[src/rtl/glb_cdf_pkg.sv]
// Package for the GLB container deframer: state, result and phase types,
// byte-kind and status codes, and the container constants.
// No dependencies; used by every module of the block.
package glb_cdf_pkg;

   localparam logic [31:0] MAGIC_WORD    = 32'h4654_6C67;  // "glTF", little-endian
   localparam logic [31:0] TYPE_JSON     = 32'h4E4F_534A;
   localparam logic [31:0] TYPE_BIN      = 32'h004E_4942;
   localparam logic [31:0] MIN_STREAM    = 32'd20;
   localparam logic [31:0] FILE_HDR_LEN  = 32'd12;
   localparam logic [32:0] ALIGN_MASK    = ~33'd3;

   localparam logic [2:0] KIND_HEADER = 3'd0;
   localparam logic [2:0] KIND_JSON   = 3'd1;
   localparam logic [2:0] KIND_BIN    = 3'd2;
   localparam logic [2:0] KIND_OTHER  = 3'd3;
   localparam logic [2:0] KIND_IGNORE = 3'd4;

   localparam logic [2:0] STAT_RUNNING   = 3'd0;
   localparam logic [2:0] STAT_OK        = 3'd1;
   localparam logic [2:0] STAT_BAD_MAGIC = 3'd2;
   localparam logic [2:0] STAT_OVERRUN   = 3'd3;
   localparam logic [2:0] STAT_TRUNCATED = 3'd4;
   localparam logic [2:0] STAT_NO_JSON   = 3'd5;

   typedef enum logic [5:0] {
      PH_FILEHDR  = 6'b000001,
      PH_CHUNKHDR = 6'b000010,
      PH_PAYLOAD  = 6'b000100,
      PH_PAD      = 6'b001000,
      PH_IGNORE   = 6'b010000,
      PH_ERROR    = 6'b100000
   } phase_type;

   typedef struct packed {
      phase_type   phase;
      logic [31:0] byte_offset;
      logic [31:0] header_shift;
      logic [31:0] declared_total;
      logic [31:0] chunk_length;
      logic [31:0] chunk_type;
      logic [32:0] chunk_end;
      logic [32:0] payload_start;
      logic        json_seen;
      logic [2:0]  error_code;
   } state_type;

   typedef struct packed {
      logic [7:0] out_byte;
      logic [2:0] byte_kind;
      logic       chunk_start;
      logic       done_res;
      logic [2:0] status;
   } result_type;

   localparam state_type STATE_RESET = '{
      phase:          PH_FILEHDR,
      byte_offset:    32'd0,
      header_shift:   32'd0,
      declared_total: 32'd0,
      chunk_length:   32'd0,
      chunk_type:     32'd0,
      chunk_end:      33'd0,
      payload_start:  33'd0,
      json_seen:      1'b0,
      error_code:     STAT_RUNNING
   };

endpackage

[src/rtl/glb_cdf_step.sv]
// Per-word step logic of the GLB deframer: next parser state and the tagged result.
// Purely combinational; depends on glb_cdf_pkg.
module glb_cdf_step (
   input  glb_cdf_pkg::state_type  cur_state,
   input  logic [7:0]              in_byte,
   input  logic                    in_last,
   output glb_cdf_pkg::state_type  next_state,
   output glb_cdf_pkg::result_type result
);

   // A chunk header starting at next_pos is read only if it fits in the declared length.
   function automatic logic region_fits(input logic [32:0] next_pos,
                                        input logic [31:0] total);
      region_fits = ({1'b0, next_pos} + 34'd8) <= {2'b00, total};
   endfunction

   logic [32:0] pos;
   logic [31:0] shift_new;
   logic [32:0] rel;
   logic [32:0] end_new;
   logic [32:0] pad_aligned;
   logic [1:0]  magic_idx;
   glb_cdf_pkg::state_type nx;
   logic [2:0]  kind;
   logic        start;
   logic [2:0]  status;

   always_comb begin
      pos         = {1'b0, cur_state.byte_offset};
      shift_new   = {in_byte, cur_state.header_shift[31:8]};
      rel         = pos - cur_state.chunk_end;
      end_new     = pos + 33'd1 + {1'b0, cur_state.chunk_length};
      pad_aligned = (cur_state.chunk_end + 33'd3) & glb_cdf_pkg::ALIGN_MASK;
      magic_idx   = cur_state.byte_offset[1:0];
      nx          = cur_state;
      nx.header_shift = shift_new;
      kind        = glb_cdf_pkg::KIND_IGNORE;
      start       = 1'b0;

      case (cur_state.phase)
         glb_cdf_pkg::PH_FILEHDR: begin
            kind = glb_cdf_pkg::KIND_HEADER;
            if (cur_state.byte_offset < 32'd4 &&
                in_byte != glb_cdf_pkg::MAGIC_WORD[8*magic_idx +: 8]) begin
               nx.error_code = glb_cdf_pkg::STAT_BAD_MAGIC;
               nx.phase      = glb_cdf_pkg::PH_ERROR;
            end else if (cur_state.byte_offset == glb_cdf_pkg::FILE_HDR_LEN - 32'd1) begin
               nx.declared_total = shift_new;
               if (region_fits({1'b0, glb_cdf_pkg::FILE_HDR_LEN}, shift_new)) begin
                  nx.phase     = glb_cdf_pkg::PH_CHUNKHDR;
                  nx.chunk_end = {1'b0, glb_cdf_pkg::FILE_HDR_LEN};
               end else begin
                  nx.phase = glb_cdf_pkg::PH_IGNORE;
               end
            end
         end
         glb_cdf_pkg::PH_CHUNKHDR: begin
            kind = glb_cdf_pkg::KIND_HEADER;
            if (rel == 33'd3) begin
               nx.chunk_length = shift_new;
            end else if (rel == 33'd7) begin
               nx.chunk_type    = shift_new;
               nx.chunk_end     = end_new;
               nx.payload_start = pos + 33'd1;
               if (end_new > {1'b0, cur_state.declared_total}) begin
                  nx.error_code = glb_cdf_pkg::STAT_OVERRUN;
                  nx.phase      = glb_cdf_pkg::PH_ERROR;
               end else begin
                  if (shift_new == glb_cdf_pkg::TYPE_JSON) begin
                     nx.json_seen = (cur_state.chunk_length != 32'd0);
                  end
                  if (cur_state.chunk_length != 32'd0) begin
                     nx.phase = glb_cdf_pkg::PH_PAYLOAD;
                  end else if (end_new[1:0] != 2'b00) begin
                     nx.phase = glb_cdf_pkg::PH_PAD;
                  end else if (region_fits(end_new, cur_state.declared_total)) begin
                     nx.phase = glb_cdf_pkg::PH_CHUNKHDR;
                  end else begin
                     nx.phase = glb_cdf_pkg::PH_IGNORE;
                  end
               end
            end
         end
         glb_cdf_pkg::PH_PAYLOAD: begin
            if (cur_state.chunk_type == glb_cdf_pkg::TYPE_JSON) begin
               kind = glb_cdf_pkg::KIND_JSON;
            end else if (cur_state.chunk_type == glb_cdf_pkg::TYPE_BIN) begin
               kind = glb_cdf_pkg::KIND_BIN;
            end else begin
               kind = glb_cdf_pkg::KIND_OTHER;
            end
            start = (pos == cur_state.payload_start);
            if (pos + 33'd1 >= cur_state.chunk_end) begin
               // The chunk_end register already holds the next header start.
               if (cur_state.chunk_end[1:0] != 2'b00) begin
                  nx.phase = glb_cdf_pkg::PH_PAD;
               end else if (region_fits(cur_state.chunk_end, cur_state.declared_total)) begin
                  nx.phase = glb_cdf_pkg::PH_CHUNKHDR;
               end else begin
                  nx.phase = glb_cdf_pkg::PH_IGNORE;
               end
            end
         end
         glb_cdf_pkg::PH_PAD: begin
            if (pos + 33'd1 >= pad_aligned) begin
               if (region_fits(pad_aligned, cur_state.declared_total)) begin
                  nx.phase     = glb_cdf_pkg::PH_CHUNKHDR;
                  nx.chunk_end = pad_aligned;
               end else begin
                  nx.phase = glb_cdf_pkg::PH_IGNORE;
               end
            end
         end
         default: begin
         end
      endcase

      if (cur_state.byte_offset != 32'hFFFF_FFFF) begin
         nx.byte_offset = cur_state.byte_offset + 32'd1;
      end

      status = glb_cdf_pkg::STAT_RUNNING;
      if (in_last) begin
         if (nx.byte_offset < glb_cdf_pkg::MIN_STREAM) begin
            status = glb_cdf_pkg::STAT_TRUNCATED;
         end else if (nx.error_code != glb_cdf_pkg::STAT_RUNNING) begin
            status = nx.error_code;
         end else if (nx.phase == glb_cdf_pkg::PH_PAYLOAD) begin
            status = glb_cdf_pkg::STAT_TRUNCATED;
         end else if (!nx.json_seen) begin
            status = glb_cdf_pkg::STAT_NO_JSON;
         end else begin
            status = glb_cdf_pkg::STAT_OK;
         end
      end

      // The last word of a stream returns the parser to its reset state.
      next_state = in_last ? glb_cdf_pkg::STATE_RESET : nx;

      result.out_byte    = in_byte;
      result.byte_kind   = kind;
      result.chunk_start = start;
      result.done_res    = in_last;
      result.status      = status;
   end

endmodule

[src/rtl/glb_container_deframer_core.sv]
// Top level of the GLB container deframer: input register, parser state and
// result register around the step logic. Depends on glb_cdf_pkg and glb_cdf_step.
//
// Usage: a binary glTF container enters one byte per word on the req_ channel
// (req_in_byte, req_in_last marks the final byte of a stream). Every word yields
// exactly one result word on the rsp_ channel: the byte itself, its kind (header,
// JSON, BIN, other payload, or ignored, also used for padding), a chunk_start
// flag on the first payload byte of each non-empty chunk, and on the final byte
// done_res with the stream status. After the final byte the parser is back in
// its reset state, so the next word starts a new container.
// Throughput is one word per cycle while rsp_stall is low: the parser state is
// updated once per word by counter and compare logic between the input register
// and the result register. An accepted word sits in the input register first,
// and is then tagged into the result register.
// When the receiver raises rsp_stall the result register holds its word; the
// input register keeps filling, and req_stall rises only once both hold a word.
// Reset (synchronous) empties both registers and clears the parser state.
module glb_container_deframer_core (
   input  logic       clock,
   input  logic       reset,
   input  logic       req_valid,
   output logic       req_stall,
   input  logic [7:0] req_in_byte,
   input  logic       req_in_last,
   output logic       rsp_valid,
   input  logic       rsp_stall,
   output logic [7:0] rsp_out_byte,
   output logic [2:0] rsp_byte_kind,
   output logic       rsp_chunk_start,
   output logic       rsp_done_res,
   output logic [2:0] rsp_status
);

   logic                   in_valid_ff;
   logic [7:0]             in_byte_ff;
   logic                   in_last_ff;
   logic                   rsp_valid_ff;
   glb_cdf_pkg::result_type rsp_ff;
   glb_cdf_pkg::state_type state_ff;
   glb_cdf_pkg::state_type state_in;
   glb_cdf_pkg::result_type result_in;
   logic                   out_free;
   logic                   step_go;
   logic                   req_take;

   // The result register can take a new word when it is empty or being drained.
   assign out_free  = !rsp_valid_ff || !rsp_stall;
   assign step_go   = in_valid_ff && out_free;
   assign req_stall = in_valid_ff && !out_free;
   assign req_take  = req_valid && !req_stall;

   glb_cdf_step u_step (
      .cur_state  (state_ff),
      .in_byte    (in_byte_ff),
      .in_last    (in_last_ff),
      .next_state (state_in),
      .result     (result_in)
   );

   always_ff @(posedge clock) begin
      if (reset) begin
         in_valid_ff <= 1'b0;
      end else if (req_take) begin
         in_valid_ff <= 1'b1;
      end else if (step_go) begin
         in_valid_ff <= 1'b0;
      end
   end

   always_ff @(posedge clock) begin
      if (req_take) begin
         in_byte_ff <= req_in_byte;
         in_last_ff <= req_in_last;
      end
   end

   always_ff @(posedge clock) begin
      if (reset) begin
         state_ff <= glb_cdf_pkg::STATE_RESET;
      end else if (step_go) begin
         state_ff <= state_in;
      end
   end

   always_ff @(posedge clock) begin
      if (reset) begin
         rsp_valid_ff <= 1'b0;
      end else if (out_free) begin
         rsp_valid_ff <= in_valid_ff;
      end
   end

   always_ff @(posedge clock) begin
      if (step_go) begin
         rsp_ff <= result_in;
      end
   end

   assign rsp_valid       = rsp_valid_ff;
   assign rsp_out_byte    = rsp_ff.out_byte;
   assign rsp_byte_kind   = rsp_ff.byte_kind;
   assign rsp_chunk_start = rsp_ff.chunk_start;
   assign rsp_done_res    = rsp_ff.done_res;
   assign rsp_status      = rsp_ff.status;

endmodule

[config.mk]
export PLATFORM = sky130hd
export DESIGN_NAME = glb_container_deframer_core
export DESIGN_NICKNAME = d
export VERILOG_FILES = /design/src/rtl/glb_cdf_pkg.sv /design/src/rtl/glb_cdf_step.sv /design/src/rtl/glb_container_deframer_core.sv
export SDC_FILE = /design/constraint.sdc
export NUM_CORES = 1
export LEC_CHECK = 0
export BUFFER_PORTS_ARGS = -buffer_cell sky130_fd_sc_hd__clkbuf_2
export CORE_MARGIN = 8
export CORE_UTILIZATION = 30
export CTS_CLUSTER_DIAMETER = 150
export DETAILED_ROUTE_END_ITERATION = 6
export PLACE_DENSITY = 0.46
export SYNTH_ARGS = -nofsm -noshare
export SYNTH_HDL_FRONTEND = slang
export SYNTH_SLANG_ARGS = --single-unit
[constraint.sdc]
create_clock -name clock -period 6.46 [get_ports clock]
set_clock_uncertainty 0.1 [all_clocks]
set_input_delay 1.292 -clock clock [delete_from_list [all_inputs] [get_ports clock]]
set_output_delay 1.292 -clock clock [all_outputs]
set_load 0.02 [all_outputs]
* After elaboration in Yosys (flattened, before gate mapping) *
Cells that the tools add are included.

storage, ports and cells
  bits in registers = 263

operators by class
  add/sub/neg operators = 8
  $lt $le $gt $ge = 9
  equality and inequality tests = 23
  shift operators = 1
  muxes and demuxes = 45
  bitwise logic cells = 1
  reductions and logical operators = 26

operator list
  cell                     count
  $mux W236                1
  $mux W102                2
  $mux W33                 5
  $mux W32                 5
  $add A33 B4 Y34 const B  3
  $le A34 B32 Y1           3
  $pmux W33 S3             1
  $ge A33 B33 Y1           2
  $eq A32 B31 Y1 const B   2
  $mux W64                 1
  $mux W6                  9
  $mux W34                 1
  $add A32 B1 Y33 const B  1
  $add A33 B2 Y33 const B  1
  $add A33 B32 Y33         1
  $eq A32 B33 Y1           1
  $eq A33 B2 Y1 const B    1
  $eq A33 B3 Y1 const B    1
  $gt A33 B32 Y1           1
  $sub A32 B33 Y33         1
  $add A32 B1 Y32 const B  1
  $eq A32 B23 Y1 const B   1
  $eq A32 B4 Y1 const B    1
  $le A5 B32 Y1 const A    1
  other kinds (29)         66

* Longest topological paths before layout *
  depth after elaboration = 15
  gate-level depth with buffers = 35

* Cells and area by module *
A second synthesis with hierarchy kept.

second synthesis, totals
  cells, all modules = 3587
  area, all modules = 28212.1 um^2

modules (own cells, without submodules)
  module                       times used  cells an instance  area each (um^2)
  glb_cdf_step                 1           2529               16615.9
  glb_container_deframer_core  1           1058               11596.1

* Worst setup path after synthesis *
No wires, ideal clock.

  kind = register to register
  start point = register state_ff[199] (netlist bit)
  end point = register rsp_ff (netlist bit rsp_status[2]) (data pin)
  arrival = 6.322 ns
  setup slack = -0.220 ns
  stages on the path, launching flop included = 25
  path buffers = 0
  clock period less this slack = 6.680 ns
  cell sequence = dfxtp_1 -> ha_1 -> and3_1 -> nand3_1 -> nor2_1 -> nand3_1 -> xnor2_1 -> ha_1 -> a21oi_1 -> o21ai_1 -> o31ai_1 -> a31oi_2 -> a21o_1 -> mux2i_1 -> a2111oi_0 -> ha_1 -> a21oi_1 -> nand3b_1 -> a211oi_1 -> o211ai_1 -> a31oi_1 -> nand2_1 -> o31a_1 -> or3_1 -> o221a_2

on the way
  cells in the longest elaborated chain, start to end = 15
  elaborated cells on any way between the ends = 44

ends and longest elaborated chain
  element                   RTL line                                                     source
  start: declaration        glb_container_deframer_core.sv:39                            glb_cdf_pkg::state_type state_ff;
  start signal: assignment  glb_container_deframer_core.sv:79                            state_ff <= glb_cdf_pkg::STATE_RESET;
  start signal: assignment  glb_container_deframer_core.sv:81                            state_ff <= state_in;
  $add A32 B1 Y33           glb_cdf_step.sv:32, glb_cdf_step.sv:93, glb_cdf_step.sv:105
  $add A33 B32 Y33          glb_cdf_step.sv:32                                           end_new = pos + 33'd1 + {1'b0, cur_state.chunk_length};
  $add A33 B4 Y34           glb_cdf_step.sv:14                                           region_fits = ({1'b0, next_pos} + 34'd8) <= {2'b00, total};
  $le A34 B32 Y1            glb_cdf_step.sv:14
  $mux W5                   glb_cdf_step.sv:76                                           end else if (region_fits(end_new, cur_state.declared_total)) begin
  $mux W5                   glb_cdf_step.sv:74                                           end else if (end_new[1:0] != 2'b00) begin
  $mux W6                   glb_cdf_step.sv:72                                           if (cur_state.chunk_length != 32'd0) begin
  $mux W6                   glb_cdf_step.sv:65                                           if (end_new > {1'b0, cur_state.declared_total}) begin
  $mux W6                   glb_cdf_step.sv:61                                           end else if (rel == 33'd7) begin
  $mux W6                   glb_cdf_step.sv:59                                           if (rel == 33'd3) begin
  $pmux W6 S4               glb_cdf_step.sv:40                                           case (cur_state.phase)
  $eq A6 B3 Y1              glb_cdf_step.sv:128                                          end else if (nx.phase == glb_cdf_pkg::PH_PAYLOAD) begin
  $mux W3                   glb_cdf_step.sv:128
  $mux W3                   glb_cdf_step.sv:126                                          end else if (nx.error_code != glb_cdf_pkg::STAT_RUNNING) begin
  $mux W3 (*)               glb_cdf_step.sv:124                                          if (nx.byte_offset < glb_cdf_pkg::MIN_STREAM) begin
  end signal: assignment    glb_container_deframer_core.sv:95                            rsp_ff <= result_in;
  end: declaration          glb_container_deframer_core.sv:38                            glb_cdf_pkg::result_type rsp_ff;

Every way passes the cells marked *; elsewhere a longest branch is shown, timed or not. The select of a mux whose other input is x is not followed.
A chain may end at the register's enable or synchronous reset.

* Final worst setup path *
  start point = register state_ff[203] (netlist bit)
  end point = register rsp_ff (netlist bit rsp_status[2]) (data pin)

The elaborated chain is that of the path after synthesis.

==> metrics.md <==
| Metric | Value |
|---|---|
| Status | complete, no violations |
| CTS clk-pin slew, worst paths | 60 ps |
| Number of hold violations in the final report | 0 |
| Wire length per cell | 24.7 µm |
| Maximum clock insertion buffer count | 3 |
| Critical path fanouts, max | 5 |
| Clock sink count | 255 |
| Cell count of the worst hold path | 2 |
| Number of buffer cells added on primary ports | 30 |
| Layout overhead on the synthesized area | 25.1% |
| Aggregate routed wire length | 104 mm |
| Startpoint of the worst hold path | state_ff[142] |
| Overall track demand over capacity in global routing | 24.2% |
| Effective utilization at floorplan | 30.1% |
| Path category of the worst min-delay check | register to register |
| Crit-path max cell delay | 340 ps |
| Clk Latency, worst-skew pair | 580 ps |
| Crit path buf inv count | 9 |
| Distinct cell type count of the synthesized netlist | 90 |
| Die extent in x | 288 µm |
| Number of global-route vias before repair | 22.6k |
| Synthesized netlist cell count | 2922 |
| Synth Flop Type | sky130_fd_sc_hd__dfxtp_1 |
| Post-route DRC | 0 |
| Initial antenna violation count | 2 |
| Standard cell core area | 73900 µm² |
| Mean post-synth cell area | 7.61 µm² |
| Antenna-violating nets left | 0 |
| Vias | 23.6k |
| H-tree levels | 2 |
| Kind of start point of the critical path | register |
| Length in cells of the worst reg-to-reg path | 32 |
| Worst-path cell with the longest stage delay | sky130_fd_sc_hd__dfxtp_1 |
| I/O Pins | 31 |
| Crit Path Category | register to register |
| First-pass GRT wire length | 151 mm |
| Shortest period the worst path allows | 6310 ps |
| Max Fclk | 159 MHz |
| Final max-slew violation count | 0 |
| Relative max-transition margin | 25.2% |
| Total number of nets in the final design | 3479 |
| Number of clock buffers inserted by TritonCTS | 34 |
| CP endpoint kind | register |
| Slew of the pin with the lowest slew margin | 1120 ps |
| Hold_buf cts | 0 |
| Reg2reg end | rsp_status[2] |
| Clock tree from TritonCTS | built |
| Category of cells accounting for the largest share of critical-path delay | simple AND/OR/NAND/NOR gates |
| Post-synthesis sequential area ratio | 24.1% |
| Share of the cycle needed by the critical path after routing | 97.7% |
| Aggregate global routing overflow | 0 |
| Reg2reg setup slack | 150 ps |
| Synthesis-stage register bit count | 255 |
| Post-Syn Nets | 3199 |
| Count of synthesis-stage warnings from yosys | 0 |
| Area of the die | 83100 µm² |
| Hold Crit Endpoint | state_ff[142] |
| Post-synth design cell area | 22200 µm² |
| DPL Wire Length | 82.7 mm |
| Async set or reset register ratio after synthesis | 0% |
| Weighted congestion reported at the end of routability-driven placement | 0.978 |
| Ratio of cells with drive above 1 in the final layout | 19.0% |
| Largest net degree at the start of global routing | 119 |
| Total Power | 4.13 mW |
| Buffer cell driving the clock tree root | sky130_fd_sc_hd__clkbuf_16 |
| Number of iterations in the first detailed-routing pass | 5 |
| Maximum VDD drop | 0.167 mV |
| # setup viols final | 0 |
| Post-synth EDFFs | 25 |
| Most frequent CP cell | sky130_fd_sc_hd__buf_4 |
| Leakage power total | 11.3 nW |
| RSZ-0062 raised after global routing | yes |
| Critical Path RT | 6690 ps |
| Final total negative setup slack | 0 ps |
| Number of design-rule violations left by the first detailed-router iteration | 2056 |
| Worst Path Arrival | 6540 ps |
| Die H | 288 µm |
| Launching point of the worst reg2reg path | state_ff[203] |
| Detail-routed via count per cell | 5.63 |
| Total power density per cell area | 148 nW/µm² |
| MaxCap Viol Count | 0 |
| Site row count | 100 |
state kept, by name, indices dropped and copies added (netlist names):
register and cells:
rsp_chunk_start 1, rsp_valid 1, in_byte_ff 8, rsp_status 3
rsp_done_res 1, rsp_out_byte 8, in_valid_ff 1, in_last_ff 1
state_ff 228, rsp_byte_kind 3
cell type report:
| cell class | instances | area, µm² |
|---|---|---|
| clock buffer | 45 | 952 |
| multi-input combinational | 2397 | 16600 |
| inverter | 119 | 447 |
| timing repair buffer | 395 | 2970 |
| fill | 7674 | 46100 |
| antenna | 2 | 5.00 |
| tap | 969 | 1210 |
| sequential | 255 | 5360 |
| clock inverter | 16 | 299 |
logic make-up (layout without fill, tap and decap cells):
| group | count (synthesis) | in the layout | share of synthesized area, % |
|---|---|---|---|
| AO/OA/AOI/OAI | 702 | 702 | 19.7 |
| XOR/XNOR | 222 | 222 | 8.74 |
| adder cells (fa/ha/maj) | 264 | 264 | 14.9 |
| buffers and inverters | 270 | 575 | 4.85 |
| flip-flops | 255 | 255 | 24.1 |
| multiplexers | 44 | 44 | 1.99 |
| other | 0 | 2 | 0 |
| AND/OR/NAND/NOR | 1165 | 1165 | 25.7 |
worst max path at each step:
| stage | slack [ps] | cells after the start | endpoint | startpoint |
|---|---|---|---|---|
| floorplan | 20 | 27 | rsp_status[2] | state_ff[199] |
| global placement | -240 | 33 | rsp_status[0] | state_ff[205] |
| detailed placement | -340 | 33 | rsp_status[0] | state_ff[205] |
| CTS | 2 | 33 | rsp_status[2] | state_ff[203] |
| global route | -170 | 34 | rsp_status[0] | state_ff[203] |
| finish | 150 | 32 | rsp_status[2] | state_ff[203] |
synth_stat cells, types with 7 or more instances:
cell type	instances	area share, %
sky130_fd_sc_hd__a211oi_1	16	0.54
sky130_fd_sc_hd__a21o_1	47	1.6
sky130_fd_sc_hd__a21oi_1	275	6.2
sky130_fd_sc_hd__a221o_1	7	0.32
sky130_fd_sc_hd__a22oi_1	71	2.4
sky130_fd_sc_hd__a31oi_1	18	0.51
sky130_fd_sc_hd__and2_1	14	0.39
sky130_fd_sc_hd__and3_1	33	0.93
sky130_fd_sc_hd__and4_1	12	0.47
sky130_fd_sc_hd__buf_1	8	0.14
sky130_fd_sc_hd__buf_2	17	0.38
sky130_fd_sc_hd__clkbuf_1	118	2.0
sky130_fd_sc_hd__dfxtp_1	230	21
sky130_fd_sc_hd__edfxtp_1	25	3.4
sky130_fd_sc_hd__ha_1	262	15
sky130_fd_sc_hd__inv_1	118	2.0
sky130_fd_sc_hd__mux2i_1	42	1.9
sky130_fd_sc_hd__nand2_1	282	4.8
sky130_fd_sc_hd__nand2b_1	40	1.1
sky130_fd_sc_hd__nand3_1	101	2.3
sky130_fd_sc_hd__nand3b_1	8	0.27
sky130_fd_sc_hd__nand4_1	90	2.5
sky130_fd_sc_hd__nor2_1	316	5.3
sky130_fd_sc_hd__nor2b_1	62	1.7
sky130_fd_sc_hd__nor3_1	82	1.8
sky130_fd_sc_hd__nor3b_1	9	0.30
sky130_fd_sc_hd__nor4_1	54	1.5
sky130_fd_sc_hd__nor4b_1	8	0.32
sky130_fd_sc_hd__o2111ai_1	10	0.39
sky130_fd_sc_hd__o211ai_1	16	0.54
sky130_fd_sc_hd__o21a_1	17	0.57
sky130_fd_sc_hd__o21ai_0	125	2.8
sky130_fd_sc_hd__o21bai_1	7	0.24
sky130_fd_sc_hd__o22ai_1	8	0.23
sky130_fd_sc_hd__o31ai_1	13	0.44
sky130_fd_sc_hd__or2_2	8	0.23
sky130_fd_sc_hd__or3_1	12	0.34
sky130_fd_sc_hd__or4_1	14	0.47
sky130_fd_sc_hd__xnor2_1	175	6.9
sky130_fd_sc_hd__xor2_1	47	1.9
worst register-to-register path, delay by kind of cell, from the launching register on:
kind	cells	cell delay, ps
AO/OA/AOI/OAI	9	1370
flip-flops	1	340
AND/OR/NAND/NOR	10	1900
buffers and inverters	9	1420
adder cells (fa/ha/maj)	2	560
XOR/XNOR	2	370
per-layer routing:
layer,vias to the layer above,share of wire (%),global-route usage [%],routed length (µm)
met5,-,0,0,0
met3,178,7.0,3.81,7270
met2,893,43,37.4,44800
li1,11093,-,-,-
met4,0,4.4,9.21,4530
met1,11452,46,33.4,47200
where the power goes:
part / internal (mW) / total, mW / switching [mW]
Sequential: 1.61 / 1.63 / 0.0194
Combinational: 0.126 / 0.368 / 0.243
Clock: 1.30 / 2.13 / 0.830
Total: 3.04 / 4.13 / 1.09
layout by cell type, fill, tap and decap left out, types with 81 or more instances in the layout:
cell type,count
sky130_fd_sc_hd__nand4_1,90
sky130_fd_sc_hd__nor2_1,302
sky130_fd_sc_hd__nor3_1,81
sky130_fd_sc_hd__xnor2_1,159
sky130_fd_sc_hd__buf_4,356
sky130_fd_sc_hd__o21ai_0,112
sky130_fd_sc_hd__dfxtp_1,224
sky130_fd_sc_hd__nand2_1,278
sky130_fd_sc_hd__a21oi_1,254
sky130_fd_sc_hd__nand3_1,96
sky130_fd_sc_hd__ha_1,253
sky130_fd_sc_hd__inv_1,115
metrics by stage:
stage,instance area (µm²),cells,util [%],hold slack [ps],worst slack [ps]
final,27800,4198,37.6,355,151
after global routing,27800,4196,37.6,379,-166
after CTS,27200,4188,36.8,355,2.17
after detailed placement,25700,4117,34.7,347,-339
after global placement,25700,4117,34.7,345,-240
after floorplan,22200,2922,-,321,16.5
timing repair:
item                                    4_1_cts  5_1_grt
buffers inserted                             10        9
pin swaps                                    12       47
resized for setup                            39      117
endpoints found under the setup margin        4       42
cloned                                        0        0
(Power assumes the default switching activity.)
